--- src/tlpm_pkg.sv ---
`default_nettype none

package tlpm_pkg;

  localparam int NODE_COUNT_DEF  = 256;
  localparam int AGENT_COUNT_DEF = 256;

  localparam int CHAR_W     = 8;
  localparam int AGENT_ID_W = 8;
  localparam int LENGTH_W   = 8;

  localparam logic OP_INSERT = 1'b0;
  localparam logic OP_ROUTE  = 1'b1;

  localparam logic [LENGTH_W-1:0] DEPTH_MAX = '1;

  localparam logic [CHAR_W-1:0] UPPER_FIRST = 8'h41;
  localparam logic [CHAR_W-1:0] UPPER_LAST  = 8'h5A;
  localparam logic [CHAR_W-1:0] CASE_OFFSET = 8'h20;

  typedef struct packed {
    logic clear;
    logic capture;
    logic node_read;
    logic update;
  } cmd_t;

  typedef struct packed {
    logic clear_last;
    logic last;
    logic out_free;
  } status_t;

  function automatic logic [CHAR_W-1:0] fold_case(input logic [CHAR_W-1:0] c);
    logic [CHAR_W-1:0] r;
    r = c;
    if (c >= UPPER_FIRST && c <= UPPER_LAST) begin
      r = c + CASE_OFFSET;
    end
    return r;
  endfunction

endpackage

`default_nettype wire

--- src/tlpm_ctrl.sv ---
`default_nettype none

module tlpm_ctrl (
  input  wire logic              clk,
  input  wire logic              rst,
  input  wire logic              in_valid,
  output logic                   in_ready,
  output tlpm_pkg::cmd_t         cmd,
  input  wire tlpm_pkg::status_t status
);

  typedef enum logic [1:0] {
    S_CLEAR,
    S_IDLE,
    S_NODE,
    S_UPDATE
  } state_t;

  state_t state;

  always_comb begin
    cmd.clear     = (state == S_CLEAR);
    cmd.capture   = in_valid && in_ready;
    cmd.node_read = (state == S_NODE);
    cmd.update    = (state == S_UPDATE) && (!status.last || status.out_free);
  end

  always_ff @(posedge clk) begin
    if (rst) begin
      state    <= S_CLEAR;
      in_ready <= 1'b0;
    end else begin
      case (state)
        S_CLEAR: begin
          if (status.clear_last) begin
            state    <= S_IDLE;
            in_ready <= 1'b1;
          end
        end
        S_IDLE: begin
          if (in_valid) begin
            state    <= S_NODE;
            in_ready <= 1'b0;
          end
        end
        S_NODE: begin
          state <= S_UPDATE;
        end
        S_UPDATE: begin
          if (cmd.update) begin
            state    <= S_IDLE;
            in_ready <= 1'b1;
          end
        end
        default: begin
          state    <= S_CLEAR;
          in_ready <= 1'b0;
        end
      endcase
    end
  end

endmodule

`default_nettype wire

--- config.mk ---
export PLATFORM = sky130hd
export DESIGN_NAME = tlpm_ctrl
export DESIGN_NICKNAME = d
export VERILOG_FILES = /design/src/tlpm_pkg.sv /design/src/tlpm_ctrl.sv
export SDC_FILE = /design/constraint.sdc
export NUM_CORES = 1
export LEC_CHECK = 0
export BUFFER_PORTS_ARGS = -buffer_cell sky130_fd_sc_hd__buf_4
export CAP_MARGIN = 20
export CORE_AREA = 2 2 39 41
export CTS_BUF_LIST = sky130_fd_sc_hd__clkbuf_4 sky130_fd_sc_hd__clkbuf_8
export CTS_CLUSTER_DIAMETER = 40
export DETAILED_ROUTE_END_ITERATION = 12
export DIE_AREA = 0 0 41 43
export SETUP_SLACK_MARGIN = 0.1
export SYNTH_ARGS = -nofsm -noshare
export SYNTH_HDL_FRONTEND = slang
export SYNTH_SLANG_ARGS = --single-unit
--- constraint.sdc ---
create_clock -name clk -period 1.29 [get_ports clk]
set_input_delay 0.0645 -clock clk [delete_from_list [all_inputs] [get_ports clk]]
set_output_delay 0.0645 -clock clk [all_outputs]
set_load 0.01 [all_outputs]
==> Yosys cells after proc, flatten, opt, wreduce, memory -nomap -nowiden <==
Index checks and enable logic that the tools add are counted.
{ "word_totals": {"n_memories": 0, "elab_cells": 24, "output_inout_bits": 5, "romBits": 0, "latchBits": 0, "ram_bits": 0, "regBits": 3} }
{ "classes": {"mul": 0, "mux": 8, "eq_ne": 6, "bitwise": 0, "div": 0, "n_shift": 0, "n_addsub": 0, "order_cmp": 0, "reduce_logical": 8} }
{ "op_table": {"columns": ["operator", "count"], "rows": [
  ["one-hot mux 2 bit (4 select lines)", 1],
  ["two-way mux 2 bit", 3],
  ["equality test 2 bit (second input constant)", 2],
  ["inequality test 2 bit (second input constant)", 2],
  ["AND reduction 4 bit", 1],
  ["two-way mux 1 bit", 3],
  ["one-hot mux 1 bit (3 select lines)", 1],
  ["AND reduction 3 bit", 1],
  ["nonzero test 3 bit", 1],
  ["equality test 2 x 1 -> 1 bit (second input constant)", 1],
  ["logical AND 1 bit", 2],
  ["zero test 2 bit", 1],
  ["inequality test 2 x 1 -> 1 bit (second input constant)", 1],
  ["zero test 1 bit", 1],
  ["logical OR 1 bit", 1]
]} }

==> Depth between registers and ports, before layout <==
{ "depth": {"depth_word": 5, "mapped_depth": 5, "ltp_nobuf": 5} }

==> Worst setup path after synthesis <==
Ideal clock, no wire load.
{ "synth_path": {"path_type": "register to register", "start": "register state[0]", "end": "register state[0]", "arrival_ns": 1.356, "period_less_slack_ns": 1.426, "path_slack_ns": -0.136, "n_path_buf": 0, "path_stages_with_launch": 6, "path_cell_list": "dfxtp_1 -> inv_1 -> ha_1 -> nor2b_1 -> or3_2 -> a21oi_1"} }
{ "synth_lines": {"columns": ["item", "line_no", "source"], "rows": [
  ["start: declaration", "tlpm_ctrl.sv:19", "state_t state;"],
  ["start signal: assignment", "tlpm_ctrl.sv:30", "state <= S_CLEAR;"],
  ["start signal: assignment", "tlpm_ctrl.sv:36", "state <= S_IDLE;"],
  ["start signal: assignment", "tlpm_ctrl.sv:42", "state <= S_NODE;"]
]} }

==> Final worst setup path <==
{ "layout_path": {"start": "register state[0]", "end": "register in_ready"} }
{ "layout_between": {"elab_chain_len": 4, "elab_cells_between_ends": 10, "classes_between": "eq/ne: 5; mux: 1; reduce/logical: 4"} }
{ "layout_lines": {"columns": ["item", "line_no", "source"], "rows": [
  ["equality test 2 bit", "tlpm_ctrl.sv:25, tlpm_ctrl.sv:33", null],
  ["logical AND 1 bit", "tlpm_ctrl.sv:25", "cmd.update = (state == S_UPDATE) && (!status.last || status.out_free);"],
  ["inequality test 2 bit (no line)", null, null],
  ["AND reduction 4 bit (no line)", null, null],
  ["end signal: assignment", "tlpm_ctrl.sv:31", "in_ready <= 1'b0;"],
  ["end signal: assignment", "tlpm_ctrl.sv:37", "in_ready <= 1'b1;"],
  ["end signal: assignment", "tlpm_ctrl.sv:43", "in_ready <= 1'b0;"],
  ["end: declaration", "tlpm_ctrl.sv:7", "output logic in_ready,"]
]} }
Parallel ways exist; a longest one is shown, timed or not.
A chain may end at the register's enable or synchronous reset.

==> results.md <==
Critical path:
- The critical path is of the reg2reg type.
- The kind of launch point of the worst setup path is a flip-flop.
- The largest stage delay on the critical path is 0.48 ns.
- Of all nets on the critical path, the largest fanout is 5.
- Broken down by cell family, the worst path's largest delay share belongs to simple AND/OR/NAND/NOR gates.
- For the worst setup path, the data required time is 1.46 ns.
- The data arrival time of the worst path is 1.53 ns.
- Counting both buffers and inverters, the worst setup path holds a total of 0.
- Counting buffers and inverters, the worst setup path is 4 cells deep.
- The worst reg2reg path depth is 4.
- The category of the worst setup path capture point is a flip-flop.
- Traced cell by cell, the critical path runs through ha_4 > and3b_4 > or4_4 > a21oi_2.
- The cell with the largest stage delay on the worst path is sky130_fd_sc_hd__or4_4.

Yosys:
- In the synthesized netlist, the number of instances is 26.
- Yosys instantiated no cell more often than sky130_fd_sc_hd__ha_1.
- Counting flops with an async set or reset pin after synthesis yields a share of 0%.
- Counting distinct cell types in the post-synthesis netlist gives 15.
- The portion of the post-synthesis area used by sequential elements is 24.9%.
- During synthesis, Yosys emitted a total of 0 warnings.
- After synthesis the cells add up to 241 µm².
- The average instance in the mapped netlist occupies 9.29 µm².
- The number of enable-type register cells in the synthesized netlist is 0.
- The synthesized net count is 37.
- The portion of synthesized cell area occupied by the leading cell type is 25.9%.
- Counting instances in the post-synthesis netlist gives the leading cell types as sky130_fd_sc_hd__ha_1 (5), sky130_fd_sc_hd__inv_1 (4), sky130_fd_sc_hd__dfxtp_1 (3), sky130_fd_sc_hd__a21oi_1 (2), sky130_fd_sc_hd__nand2b_1 (2).
- The cell type with the highest aggregate area in the netlist is sky130_fd_sc_hd__ha_1.
- The most frequently used flop master after synthesis is sky130_fd_sc_hd__dfxtp_1.
- Sorting the synthesized cells by area gives the leading types as sky130_fd_sc_hd__ha_1 (26%), sky130_fd_sc_hd__dfxtp_1 (25%), sky130_fd_sc_hd__inv_1 (6.2%).
- The flip-flop and latch count after synthesis is 3.

Finish:
- Summing all flip-flop and latch instances after layout gives 67.6 µm².
- The combined area of the multi-input logic cells is 228 µm².
- After filler insertion, the fill cell instance count of the layout stands at 150.
- The area growth from synthesis to layout is 96.9%.
- 0 antenna diodes ended up in the layout.
- The post-layout net count is 57.
- Cells with a size suffix above 1 make up 68.9% of the layout.
- Summing all non-filler instances in the final layout gives an area of 475 µm².
- Cells fill 34.4% of the core in the end.

Global route:
- The initial antenna violation count is 0.
- The maximum number of pins on one net before global-route repair is 6.
- The number of global-route vias before repair is 255.
- For this run, the total global-route usage over all layers was measured as 8.84%.
- The first global-routing pass estimated 1030 µm of wire.
- The final global-route overflow total is 0.

Clocking:
- Clock tree synthesis found a total of 3 sinks.
- TritonCTS built the clock tree.
- The number of clock buffers inserted by TritonCTS is 3.
- After clock tree synthesis, the clock-pin slew on the worst setup and hold paths is 0.04 ns.
- The cell sitting at the root of the clock tree is a sky130_fd_sc_hd__clkbuf_4.
- For the worst-skew pair, the clock arrives at the later sink with an insertion delay of 0.23 ns.
- In this run the number of H-tree levels came out at 1.
- Counting along the longest clock path gives a buffer depth of 2.

Die:
- The die covers 0.00176 mm².
- Once the floorplan was initialized, standard cells occupied 17.5% of the core.
- The number of placed I/O pins is 11.
- Row generation in the floorplan step produced 14 rows.
- Measured along the y axis, the die boundary spans 43 µm.
- The core region area is 0.00138 mm².
- The width of the die is 41 µm.

Power and ir drop:
- Dividing total power by cell area gives a power density of 1610 mW/mm².
- The worst-case vdd ir drop is 0.602 mV.
- Summed over all cells, the static leakage comes to 0.216 nW.

Timing:
- Setup total negative slack on the finished layout was measured at -0.0706 ns.
- The number of max-slew violations in the final report is 0.
- Dividing the final minimum period by the clock period gives 105%.
- At the pin with the least slew margin, the transition time is 0.394 ns.
- The worst path setup slack after routing is -0.0706 ns.
- The hold violation total from the final report came to 0.
- The setup skew after layout is 0.00279 ns.
- The tightest hold path in the finished design has a slack of 0.289 ns.
- Setup violations remaining at the end of the flow were counted as 1.
- Setup repair after global routing could not meet its margin everywhere.
- The minimum clock period after layout is 1.36 ns.
- Measured against its own limit, the worst slew margin works out to 73.4%.
- The maximum clock rate is 735 MHz.

Run status:
- The checks that failed: setup timing.
- The flow ran to the end, but the final reports show violations.

Route:
- The first-pass detailed-route iteration total is 4.
- The number of vias in the routed layout is 255.
- The wire length per cell is 9.82 µm.
- Using the TritonRoute via totals, the vias-per-cell ratio works out to 4.18.
- The number of DRC violations after detailed-routing iteration 0 is 1.
- The detail route stage leaves a number of antenna-violating nets equal to 0.
- For this run, design rule violations remaining after detail routing come to 0.
- The final layout contains routed wiring with a total length of 599 µm.

Place:
- The worst-case setup slack after placement is -0.0747 ns.
- The total cell area at the placement stage is 387 µm².
- The final HPWL from detailed placement is 440 µm.
- At the end of routability-driven placement, the weighted congestion stood at 0.728.
- Buffers placed on the I/O ports in this run total 10.

Min path:
- The count of cells along the worst hold path is 4.
- In this run the worst hold path is classified as in2reg.

Run:
- The max-cap check violation count is 0.
-- flip-flops by register name, summed over array words and instances (netlist names) --
register	flops
in_ready	1
state	2
-- logic make-up after synthesis --
family / count (synthesis) / share of synthesized area, %
and+or+nand+nor: 7 / 21.8
AOI/OAI and AO/OA: 6 / 17.1
adders and majority gates: 5 / 25.9
buffers and inverters: 4 / 6.22
DFF: 3 / 24.9
muxes: 1 / 4.15
-- per-layer routing --
| layer | vias to the layer above | routed length, µm | track usage (%) |
|---|---|---|---|
| met1 | 122 | 241 | 9.97 |
| met3 | 0 | 25 | 3.14 |
| li1 | 129 | - | - |
| met2 | 4 | 332 | 13.1 |
| met4 | 0 | 0 | 6.00 |
| met5 | - | 0 | 0 |
-- layout by cell type (no fill, tap or decap) --
master	Yosys	routed
sky130_fd_sc_hd__buf_4	0	14
sky130_fd_sc_hd__clkbuf_4	0	4
sky130_fd_sc_hd__ha_1	5	3
sky130_fd_sc_hd__inv_2	0	2
sky130_fd_sc_hd__inv_1	4	2
sky130_fd_sc_hd__a21oi_2	0	2
sky130_fd_sc_hd__nand2b_1	2	2
sky130_fd_sc_hd__ha_4	0	2
sky130_fd_sc_hd__dfxtp_4	0	2
sky130_fd_sc_hd__a21boi_0	1	1
sky130_fd_sc_hd__and2_1	1	1
sky130_fd_sc_hd__and3b_4	1	1
sky130_fd_sc_hd__nor2b_4	0	1
sky130_fd_sc_hd__o41ai_1	1	1
sky130_fd_sc_hd__or4_4	0	1
sky130_fd_sc_hd__a211oi_1	1	1
sky130_fd_sc_hd__mux2i_1	1	1
sky130_fd_sc_hd__o31ai_4	0	1
sky130_fd_sc_hd__or3_4	0	1
sky130_fd_sc_hd__dlygate4sd3_1	0	1
sky130_fd_sc_hd__dfxtp_1	3	1
-- worst reg2reg max path, cell delays in order, from the launching register on --
cell and delay (ns):
sky130_fd_sc_hd__dfxtp_4 0.35, sky130_fd_sc_hd__ha_4 0.15, sky130_fd_sc_hd__and3b_4 0.19, sky130_fd_sc_hd__or4_4 0.48, sky130_fd_sc_hd__a21oi_2 0.12
-- timing repair --
item | CTS | global route
pin swaps | 1 | 3
cloned | 0 | 0
hold buffers | 1 | 0
buffers inserted | 2 | 0
endpoints found under the hold margin | 1 | 0
gates resized for setup | 6 | 2
endpoints found under the setup margin | 4 | 4
-- area by class of cell --
class,instances,share of cell area (%)
multi-input cells,19,47.9
repair buffers,15,24.2
flip-flops and latches,3,14.2
clock buffers,4,6.32
well taps,16,4.21
inverters,4,3.16
-- through the flow --
step           instances  total power [mW]
3_5_place_dp          54             0.508
3_3_place_gp          54             0.501
6_report              61             0.765
5_1_grt               61             0.829
4_1_cts               61             0.762
2_1_floorplan         26             0.370
-- path summary, 6_finish.rpt --
kind	to	startpoint	slack (ns)
max reg2reg	in_ready	state[0]	-0.07
min reg2reg	in_ready	in_ready	0.49
min	state[0]	status[2]	0.29
max	in_ready	state[0]	-0.07
-- report_power, final --
group	internal, mW	switching [mW]	total [mW]
combinational	0.239	0.169	0.409
clock	0.137	0.0472	0.184
sequential	0.134	0.0388	0.173
Note: power is estimated with default switching activity, not from simulation.
